==> config.mk <==
export PLATFORM = sky130hd
export DESIGN_NAME = pdu_cfg
export DESIGN_NICKNAME = d
export VERILOG_FILES = /design/src/pdu_pkg.sv /design/src/pdu_cfg.sv
export SDC_FILE = /design/constraint.sdc
export NUM_CORES = 1
export LEC_CHECK = 0
export ABC_AREA = 1
export BUFFER_PORTS_ARGS = -buffer_cell sky130_fd_sc_hd__buf_2
export CAP_MARGIN = 25
export CORE_MARGIN = 2
export CORE_UTILIZATION = 30
export CTS_CLUSTER_SIZE = 14
export DETAILED_ROUTE_END_ITERATION = 10
export PLACE_DENSITY = 0.85
export SYNTH_ARGS = -nofsm -noshare
export SYNTH_HDL_FRONTEND = slang
export SYNTH_SLANG_ARGS = --single-unit
export TNS_END_PERCENT = 5
==> constraint.sdc <==
create_clock -name clk -period 1 [get_ports clk]
set_input_delay 0.2 -clock clk [delete_from_list [all_inputs] [get_ports clk]]
set_output_delay 0.2 -clock clk [all_outputs]
set_load 0.05 [all_outputs]
==> src/pdu_pkg.sv <==
// shared constants, types and helper functions of the periodic displacement unit
package pdu_pkg;

	localparam int ACC_W = 130;
	localparam int RED_FRAC = 28;
	localparam int TABLE_DEPTH = 42;
	localparam int DEF_MAX_WRAP_STEPS = 8;
	localparam int DEF_POS_FRAC_BITS = 16;

	localparam logic [5:0] IDX_CUR_INV = 6'd0;
	localparam logic [5:0] IDX_REF_INV = 6'd12;
	localparam logic [5:0] IDX_CUR_CELL = 6'd24;
	localparam logic [5:0] IDX_REF_CELL = 6'd33;

	localparam logic [1:0] MODE_DIRECT = 2'd0;
	localparam logic [1:0] MODE_REF_CELL = 2'd1;

	localparam logic signed [ACC_W-1:0] RED_MAX = {{(ACC_W-62){1'b0}}, {62{1'b1}}};
	localparam logic signed [ACC_W-1:0] RED_MIN = {{(ACC_W-62){1'b1}}, {62{1'b0}}};
	localparam logic signed [ACC_W-1:0] S32_MAX = {{(ACC_W-31){1'b0}}, {31{1'b1}}};
	localparam logic signed [ACC_W-1:0] S32_MIN = {{(ACC_W-31){1'b1}}, {31{1'b0}}};
	localparam logic [63:0] RED_HALF = 64'd1 << (RED_FRAC - 1);

	typedef enum logic [1:0] {
		REG_MODE,
		REG_WRAP,
		REG_MASK
	} reg_idx_t;

	typedef struct packed {
		logic [1:0] mode;
		logic       wrap_en;
		logic [2:0] pmask;
	} cfg_t;

	typedef struct packed {
		logic             ld;
		logic             start;
		logic [ACC_W-1:0] ld_val;
		logic [63:0]      a;
		logic [63:0]      b;
	} mac_cmd_t;

	function automatic logic [63:0] sat62(input logic signed [ACC_W-1:0] v);
		logic [63:0] r;
		if (v > RED_MAX) r = RED_MAX[63:0];
		else if (v < RED_MIN) r = RED_MIN[63:0];
		else r = v[63:0];
		return r;
	endfunction

	function automatic logic [31:0] sat32(input logic signed [ACC_W-1:0] v);
		logic [31:0] r;
		if (v > S32_MAX) r = S32_MAX[31:0];
		else if (v < S32_MIN) r = S32_MIN[31:0];
		else r = v[31:0];
		return r;
	endfunction

	// wrap a reduced difference into [-0.5, 0.5)
	function automatic logic [63:0] wrap_red(input logic [63:0] d);
		logic [RED_FRAC-1:0] w;
		w = d[RED_FRAC-1:0] + RED_HALF[RED_FRAC-1:0];
		return {{(64-RED_FRAC){1'b0}}, w} - RED_HALF;
	endfunction

endpackage

==> src/pdu_cfg.sv <==
// configuration register file with apb-style access
module pdu_cfg (
	input  logic               clk,
	input  logic               arst_n,
	input  logic               psel,
	input  logic               penable,
	input  logic               pwrite,
	input  logic [3:0]         paddr,
	input  logic [31:0]        pwdata,
	output logic [31:0]        prdata,
	output logic               pready,
	output pdu_pkg::cfg_t      cfg
);

	pdu_pkg::cfg_t cfg_q;
	logic          wr_en;

	assign pready = 1'b1;
	assign wr_en = psel & penable & pwrite;
	assign cfg = cfg_q;

	always_ff @(posedge clk or negedge arst_n) begin
		if (!arst_n) begin
			cfg_q.mode <= 2'd0;
			cfg_q.wrap_en <= 1'b1;
			cfg_q.pmask <= 3'd7;
		end else if (wr_en) begin
			unique case (pdu_pkg::reg_idx_t'(paddr[3:2]))
				pdu_pkg::REG_MODE: cfg_q.mode <= pwdata[1:0];
				pdu_pkg::REG_WRAP: cfg_q.wrap_en <= pwdata[0];
				pdu_pkg::REG_MASK: cfg_q.pmask <= pwdata[2:0];
				default: ;
			endcase
		end
	end

	always_comb begin
		unique case (pdu_pkg::reg_idx_t'(paddr[3:2]))
			pdu_pkg::REG_MODE: prdata = {30'd0, cfg_q.mode};
			pdu_pkg::REG_WRAP: prdata = {31'd0, cfg_q.wrap_en};
			pdu_pkg::REG_MASK: prdata = {29'd0, cfg_q.pmask};
			default: prdata = 32'd0;
		endcase
	end

endmodule

# Word-level counts from Yosys, hierarchy flattened
# Index checks and enable logic that the tools add are counted.
dict set report word_totals {
  in_bits 41
  wordCells 12
  regBits 6
  output_inout_bits 39
}
dict set report op_classes {
  mux 1
  bitwise_logic 2
  n_eq_ne 2
  reduce_logical 4
}
# operator n
set ops {}
lappend ops {{one-hot mux 3 bit (3 select lines)} 1}
lappend ops {{AND reduction 2 bit} 3}
lappend ops {{bitwise AND 1 bit} 2}
lappend ops {{== test 2 x 1 -> 1 bit (second input constant)} 1}
lappend ops {{== test 2 bit (second input constant)} 1}
lappend ops {{zero test 2 bit} 1}

# Longest topological paths before layout
# Gate-level depths: netlist of run 1.
dict set report depth {
  depth_word 3
  depth_mapped 6
}

# Worst setup path before layout of run 1
# OpenSTA, ideal clock, no wires.
dict set report synth_timing {
  path_type {reg-to-output}
  start {reg cfg_q (netlist bit cfg[2])}
  end {out prdata[2]}
  path_slack_ns -0.612
  stages_incl_launch_ff 3
  path_buffers 0
  arrival_time_ns 1.412
  cell_sequence {dfstp_2 inv_1 nor2_1}
}
dict set report synth_via {
  elab_chain_cells 1
}
# item line_no
set synth_lines {}
lappend synth_lines {{from (decl)} pdu_cfg.sv:15} ;# pdu_pkg::cfg_t cfg_q;
lappend synth_lines {{one-hot mux 3 bit (3 select lines)} pdu_cfg.sv:38} ;# unique case (pdu_pkg::reg_idx_t'(paddr[3:2]))
lappend synth_lines {{to (decl)} pdu_cfg.sv:10} ;# output logic [31:0] prdata,
# Every way passes these cells.

# Worst setup path in the final report of run 1
# Same ends and word-level chain as after synthesis.

==> results of run 1 <==
-- cells by family after synthesis --
group,share of synthesized area (%)
AND/OR/NAND/NOR,29.5
buffers and inverters,42.0
flip-flops,27.1
other,1.31
-- through the flow --
stage | hold slack [ns] | setup TNS, ns
6_report | 0.161 | -1.67
3_3_place_gp | 0.0240 | -0.387
5_1_grt | 0.159 | -1.99
2_1_floorplan | -0.0956 | -0.638
3_5_place_dp | 0.0274 | -0.398
4_1_cts | 0.156 | -1.85
-- power groups by stage --
stage	clock (µW)	sequential (µW)	combinational [µW]
CTS	256	366	778
global placement	0	357	689
finish	244	368	785
floorplan	0	539	476
global route	275	373	824
detailed placement	0	361	695
-- repair_timing --
action | in CTS | in global routing
resized for setup | 18 | 3
cloned | 0 | 0
hold buffers | 1 | 0
pin swaps | 3 | 1
setup endpoints to repair | 9 | 9
hold endpoints to repair | 6 | 0
-- area by class of cell --
type	instances	area share (%)
sequential	6	21.7
inverter	4	2.10
timing repair buffer	23	26.0
clock buffer	4	3.67
tap	25	4.37
multi-input combinational	66	42.1
-- cells in the final DEF (no fill, tap or decap) --
cell,count
dfrtp_1,2
nor2_2,1
buf_6,3
inv_1,2
buf_2,9
conb_1,30
dlygate4sd3_1,1
inv_2,2
nand2_2,7
nor2_4,3
nand2_1,19
dfstp_2,4
nor2_1,1
buf_4,6
clkbuf_4,4
buf_8,3
clkbuf_1,1
nand3_1,4
nand3_2,1
-- layer usage --
| layer | wire length (µm) | vias to the layer above | global-route usage, % |
|---|---|---|---|
| met5 | 0 | - | 0 |
| met4 | 14 | 0 | 6.49 |
| met3 | 111 | 2 | 3.40 |
| met2 | 540 | 38 | 16.8 |
| met1 | 345 | 202 | 8.92 |
| li1 | - | 224 | - |
-- worst register-to-register path: stages, from the launching register on --
cell	delay, ns
dfstp_2	0.52
buf_4	0.11
nand2_1	0.05
nand2_1	0.05
-- how the worst max path moves through the flow --
| stage | startpoint | depth (start not counted) | to | slack, ns |
|---|---|---|---|---|
| after CTS | cfg[2] | 3 | prdata[2] | -0.27 |
| final | cfg[2] | 3 | prdata[2] | -0.27 |
| after global placement | paddr[2] | 7 | prdata[0] | -0.13 |
| after floorplan | cfg[2] | 2 | prdata[2] | -0.22 |
| after global routing | cfg[2] | 3 | prdata[2] | -0.31 |
| after detailed placement | paddr[2] | 7 | prdata[0] | -0.13 |
==> run_results.csv, run 1 <==
group,metric,value,unit
status,status,"finished with violations",
status,violations,"setup timing",
floorplan,die_area,2270,µm²
synthesis,yosys.area.top_type,"buf_4",
drt,drt_iter0_drc,8,
sta,rsz0062_at_grt,"true",
synthesis,synth_flop_cell,"dfstp_2",
sta,hold_violations,0,
setup_path,r2r_end,"cfg[3]",
sta,period_share,127,%
synthesis,synth_top_cell_area_share,39.4,%
setup_path,r2r-start,"cfg[3]",
placement,placed_cells,123,
final_layout,antennaDiodeCount,0,
job,cap_violations,0,
clock_network,cts_root_buf,"clkbuf_4",
clock_network,cts_tree,"done",
synthesis,yosys_warnings,0,
setup_path,cp_max_fo,3,
floorplan,fp-row-count,15,
floorplan,fp.dieW,47.7,µm
pwr,pwr-share-seq,26.3,%
clock_network,h-tree-depth,1,
final_layout,multi_input_area,302,µm²
clock_network,clock_sinks,6,
setup_path,worstSetupStartpointType,"flip-flop",
floorplan,die-height,47.7,µm
sta,drv_slew,0,
sta,worst_slack,-0.269,ns
synthesis,ys_top_cells_by_count,"buf_4, nand2_1, nand3_1, dfstp_2, nand2_2",
setup_path,cp_top_family,"flip-flops",
setup_path,required,0.80,ns
placement,pre_cts_slack,-0.131,ns
global_routing,grt_first_pass_wirelength,1430,µm
clock_network,cts_setup_buffers,0,
final_layout,drive_gt1_share,41.7,%
hold_path,hold_path.class,"input port to flip-flop",
final_layout,final_util,40.6,%
synthesis,syn_area,572,µm²
global_routing,gr-usage-all-layers,9.41,%
placement,portBuffers,18,
setup_path,critical_path.cell_chain,"inv_2 > nor2_4 > buf_6",
drt,drc,0,
synthesis,ys_seq_area_share,27.1,%
final_layout,stdcell_area,716,µm²
pwr,switching_share,52.7,%
synthesis,postSynthRegisterBits,6,
hold_path,hold_path_depth,3,
drt,post_drt_wl_per_cell,7.91,µm
sta,setup_viol,9,
floorplan,initial_utilization,32.4,%
drt,dr.pass1.iters,4,
pwr,leakage,0.000405,µW
final_layout,fin_nets,145,
setup_path,worst-path-buf-inv,2,
synthesis,syn_area_per_cell,7.33,µm²
setup_path,slowest_stage,"dfstp_2",
final_layout,synthToLayoutAreaGrowth,25.2,%
global_routing,grt_pass1_vias,375,
drt,vias_per_cell,3.64,
final_layout,n_fill_cell,183,
synthesis,synth_cell_types,12,
synthesis,synth.top_cells.by_area,"buf_4, dfstp_2, nand2_1, dfrtp_1, nand2_2",
setup_path,end_kind,"primary output",
setup_path,crit_type,"flip-flop to primary output",
hold_path,hold_start,"pwdata[2]",
drt,ant_nets,0,
setup_path,r2r_setup_slack,0.21,ns
drt,vias,466,
sta,fin_crit,1.27,ns
global_routing,overflow,0,
setup_path,rr_worst_depth,3,
placement,dpl_cell_area,618,µm²
final_layout,largest_reg_flops,6,
placement,hpwlAfterDp,835,µm
hold_path,holdPathEnd,"cfg[2]",
pwr,p_switching,736,µW
sta,fmax,788,MHz
pwr,intPower,662,µW
pwr,power.total,1400,µW
drt,totalWireLength,1010,µm
sta,skew,0,ns
floorplan,io_pins,80,
synthesis,yosysMostFrequentCell,"buf_4",
synthesis,synthArstFlopShare,100,%
floorplan,coreArea,1760,µm²
clock_network,clk_pin_slew,0.04,ns
clock_network,clock_path_buffers,2,
synthesis,synth_cells,78,
final_layout,seqCellArea,155,µm²
global_routing,antenna_found_initial,0,
setup_path,crit_path_max_incr_delay,0.55,ns
pwr,combPwrFrac,56.2,%
pwr,vdd_drop_max,0.679,mV
placement,gp_congestion,0.679,
pwr,power_density,1950,nW/µm²
synthesis,synth_edf_count,0,
setup_path,critPathArrivalTime,1.07,ns
final_layout,fin_cells,128,
clock_network,clk_latency,0.24,ns
global_routing,grt_max_degree,7,
pwr,pwr-share-clk,17.5,%
clock_network,cts_made_buffers,3,
Note: power is estimated with default switching activity, not from simulation.
==> inputs of run 2 (changes only) <==
Settings changed: CORE_UTILIZATION 30 to 32, PLACE_DENSITY 0.85 to 0.89.
Clock period 1 ns to 1.6 ns, I/O delays scaled along.
==> run 2 against run 1 <==
  * Via count shrank 7.5%
  * Sequential cell count did not move
  * The flow now finishes without violations
  * Utilization fell by 4.7 points
  * Register-to-register slack improved by 0.69 ns
  * Cell count decreased by 3.1%
  * Critical path depth unchanged
  * Non-clock buffer count decreased by 4
  * First-iteration DRC count shrank 50%
  * Largest power group unchanged
  * Final area is 15% lower
  * Clock-buffer cell count is the same
  * Critical endpoint is now prdata[0]
==> run_results.csv, run 2 (synthesis results as in run 1) <==
group,metric,value,unit
status,status,"finished, final reports clean",
final_layout,antennaDiodeCount,0,
drt,vias_per_cell,3.48,
floorplan,fp-row-count,15,
setup_path,critical_path.cell_chain,"nand2_1 > nand3_1 > buf_2",
final_layout,final_util,35.8,%
final_layout,fin_cells,124,
clock_network,cts_resized,0,
final_layout,final_common_cell,"conb_1",
clock_network,cts_made_buffers,3,
clock_network,clk_latency,0.24,ns
floorplan,fp.dieW,46.3,µm
global_routing,grt_first_pass_wirelength,1360,µm
setup_path,crit_path_max_incr_delay,0.53,ns
setup_path,critPathArrivalTime,1.17,ns
sta,whs,0.284,ns
floorplan,initial_utilization,33.5,%
setup_path,worstSetupStartpointType,"flip-flop",
clock_network,cts_tree,"done",
sta,hold_violations,0,
placement,placed_cells,119,
floorplan,die-height,46.3,µm
sta,setup_viol,0,
sta,drv_slew,0,
final_layout,drive_gt1_share,34.3,%
final_layout,layout_common_cells,"conb_1, nand2_1, buf_2",
final_layout,fin_nets,141,
final_layout,largest_reg_flops,6,
drt,ant_nets,0,
clock_network,cts_setup_buffers,0,
floorplan,die_area,2140,µm²
setup_path,cp_max_fo,3,
final_layout,seqCellArea,155,µm²
global_routing,antenna_found_initial,0,
clock_network,h-tree-depth,1,
final_layout,multi_input_area,284,µm²
drt,vias,431,
floorplan,coreArea,1710,µm²
global_routing,grt_max_degree,7,
sta,rsz0062_at_grt,"false",
placement,hpwlAfterDp,829,µm
drt,dr.pass1.iters,2,
clock_network,clock_path_buffers,2,
job,cap_violations,0,
drt,totalWireLength,911,µm
clock_network,clk_pin_slew,0.05,ns
final_layout,n_fill_cell,187,
floorplan,io_pins,80,
placement,gp_congestion,0.674,
sta,fin_crit,1.49,ns
pwr,vdd_drop_max,0.340,mV
pwr,leakage,0.000366,µW
setup_path,crit_type,"flip-flop to primary output",
drt,drt_iter0_drc,4,
global_routing,gr-usage-all-layers,9.54,%
sta,skew,0,ns
drt,post_drt_wl_per_cell,7.35,µm
setup_path,end_kind,"primary output",
final_layout,synthToLayoutAreaGrowth,7.00,%
placement,portBuffers,18,
clock_network,cts_root_buf,"clkbuf_4",
setup_path,slowest_stage,"dfstp_2",
sta,period_share,93.1,%
setup_path,required,1.28,ns
hold_path,hold_path.class,"input port to flip-flop",
pwr,power_density,1280,nW/µm²
pwr,power.total,784,µW
clock_network,clock_sinks,6,
drt,drc,0,
global_routing,grt_pass1_vias,360,
sta,fmax,671,MHz
sta,tns,0,ns
clock_network,cts_hold_buf,1,
global_routing,overflow,0,
## run 2: routing by layer
layer  up-vias  GRT usage [%]  part of all wire (%)
li1        219              -                     -
met1       188           7.80                    34
met2        24           17.5                    55
met3         0           3.14                    11
met4         0           8.57                     0
met5         -              0                     0
## run 2: layout make-up
type,instances,share of cell area [%]
Tap cell,25,5.11
Timing Repair Buffer,19,16.4
Inverter,4,2.45
Sequential cell,6,25.4
Clock buffer,4,4.29
Multi-Input combinational cell,66,46.4
## run 2: metrics by stage
stage / area, µm² / worst slack (ns)
after CTS: 612 / 0.0976
final: 612 / 0.110
after detailed placement: 576 / 0.199
after floorplan: 679 / 0.0727
after global placement: 576 / 0.225
after global routing: 612 / 0.0496
## run 2: final timing paths
| kind | from | end | slack, ns | cells after the start |
|---|---|---|---|---|
| max | cfg[3] | prdata[0] | 0.11 | 3 |
| min | pwdata[2] | cfg[2] | 0.28 | 3 |
| max reg2reg | cfg[1] | cfg[1] | 0.90 | 2 |
| min reg2reg | cfg[2] | cfg[2] | 0.47 | 2 |
| max in group asynchronous | arst_n | cfg[1] | 0.95 | 2 |
| min in group asynchronous | arst_n | cfg[4] | 0.42 | 2 |
## run 2: critical path, delay by kind of cell (launching register included)
family	cells	cell delay [ns]
AND/OR/NAND/NOR	2	0.13
buffers and inverters	1	0.26
flip-flops	1	0.53
## run 2: report_power, final
part / internal [µW] / switching [µW]
Sequential: 199 / 22.5
Combinational: 58.3 / 356
Clock: 94.4 / 54.2
==> inputs of run 3 (changes only) <==
Settings changed: CORE_MARGIN 2 to unset.
==> run 3 against run 2 <==
  * Total power is 0.30% higher
  * Sequential share of layout area is 0.052 points higher
  * Critical path type unchanged
  * The run now ends with DRC left
  * Utilization is 2.5 points higher
  * Clock skew stayed put
  * Combinational power hardly changed
  * First-iteration DRC count is 75% higher
  * Die area is 8.5% lower
  * Critical endpoint unchanged
  * Maximum frequency is 0.12% higher
  * Largest cell class unchanged
  * Cell count is 0.81% lower
  * Non-clock buffer count stayed put
  * Via count is 0.46% higher
  * Setup slack better by 0.0018 ns
==> run_results.csv, run 3 (synthesis results as in run 1) <==
group,metric,value,unit
clock_network,cts_made_buffers,3,
global_routing,grt_first_pass_wirelength,1440,µm
global_routing,overflow,0,
final_layout,final_util,38.3,%
final_layout,final_common_cell,"conb_1",
clock_network,cts_resized,0,
floorplan,fp.dieW,44.3,µm
floorplan,initial_utilization,35.9,%
setup_path,rr_worst_depth,2,
sta,tns,0,ns
final_layout,synthToLayoutAreaGrowth,6.78,%
setup_path,worst-path-buf-inv,1,
job,cap_violations,0,
setup_path,critical_path.cell_chain,"nand2_1 > nand3_1 > buf_2",
setup_path,end_kind,"primary output",
setup_path,cp_max_fo,3,
drt,vias,433,
floorplan,fp-row-count,14,
clock_network,cts_root_buf,"clkbuf_4",
setup_path,cp_num_cells,3,
sta,rsz0062_at_grt,"false",
sta,fmax,672,MHz
floorplan,io_pins,80,
hold_path,hold_path_depth,3,
final_layout,largest_reg_flops,6,
setup_path,worstSetupStartpointType,"flip-flop",
clock_network,clock_sinks,6,
placement,dpl_cell_area,574,µm²
sta,fin_crit,1.49,ns
sta,hold_violations,0,
drt,totalWireLength,896,µm
final_layout,stdcell_area,611,µm²
status,status,"finished with violations",
sta,skew,0,ns
status,violations,"DRC",
global_routing,grt_max_degree,7,
sta,period_share,93.0,%
clock_network,clk_latency,0.24,ns
hold_path,hold_path.class,"input port to flip-flop",
final_layout,drive_gt1_share,34.3,%
drt,drc,2,
clock_network,h-tree-depth,1,
setup_path,slowest_stage,"dfstp_2",
placement,portBuffers,18,
sta,setup_viol,0,
sta,drv_slew,0,
drt,dr.pass1.iters,8,
final_layout,layout_common_cells,"conb_1, nand2_1, buf_2",
final_layout,n_fill_cell,174,
drt,vias_per_cell,3.52,
placement,placed_cells,118,
setup_path,cp_top_family,"flip-flops",
drt,drt_iter0_drc,7,
setup_path,crit_type,"flip-flop to primary output",
final_layout,fin_nets,141,
floorplan,die_area,1960,µm²
clock_network,clk_pin_slew,0.05,ns
clock_network,clock_path_buffers,2,
clock_network,cts_tree,"done",
final_layout,fin_cells,123,
placement,gp_congestion,0.691,
setup_path,critPathArrivalTime,1.17,ns
global_routing,gr-usage-all-layers,10.2,%
pwr,vdd_drop_max,0.466,mV
drt,ant_nets,0,
pwr,leakage,0.000366,µW
global_routing,antenna_found_initial,0,
setup_path,crit_path_max_incr_delay,0.53,ns
pwr,power_density,1290,nW/µm²
drt,post_drt_wl_per_cell,7.28,µm
placement,hpwlAfterDp,794,µm
setup_path,required,1.28,ns
final_layout,antennaDiodeCount,0,
floorplan,coreArea,1590,µm²
global_routing,grt_pass1_vias,369,
floorplan,die-height,44.3,µm
==> run 3: worst register-to-register path: stages, from the launching register on <==
cell	delay, ns
dfstp_2	0.54
nand2_1	0.06
nand2_1	0.06
==> run 3: worst paths after layout <==
kind | from | end | slack [ns]
max in group asynchronous | arst_n | cfg[1] | 0.94
setup reg to reg | cfg[1] | cfg[1] | 0.90
min in group asynchronous | arst_n | cfg[4] | 0.43
hold reg to reg | cfg[3] | cfg[3] | 0.47
hold / removal | pwdata[2] | cfg[2] | 0.27
setup / recovery | cfg[3] | prdata[0] | 0.11
==> run 3: power breakdown <==
group	total (µW)	internal [µW]	switching (µW)
registers	222	199	23.5
logic	415	58.2	357
clock network	149	94.5	54.8
total	787	351	435
==> run 3: timing repair <==
item | 4_1_cts | 5_1_grt
hold endpoints to repair | 2 | 0
hold buffers | 1 | 0
setup buffers | 0 | 0
==> run 3: final cells by class <==
cell class | count | area, µm² | area share (%)
Inverter | 4 | 15.0 | 2.46
Sequential cell | 6 | 155 | 25.4
Tap cell | 24 | 30.0 | 4.92
Timing Repair Buffer | 19 | 100 | 16.4
Clock buffer | 4 | 26.3 | 4.30
Multi-Input combinational cell | 66 | 284 | 46.5
==> run 3: layer usage <==
layer	GRT usage (%)	share of wire (%)	wire, µm
met5	0	0	0
met4	7.27	0	0
met3	2.86	9.7	87
met2	18.2	55	490
met1	10.1	35	318
==> run 3: stage by stage <==
step	hold slack, ns	setup slack [ns]	power (µW)
after floorplan	0.0244	0.0727	628
after global placement	0.142	0.233	633
after detailed placement	0.148	0.220	639
after CTS	0.264	0.0941	799
after global routing	0.303	0.0397	825
final	0.275	0.112	787
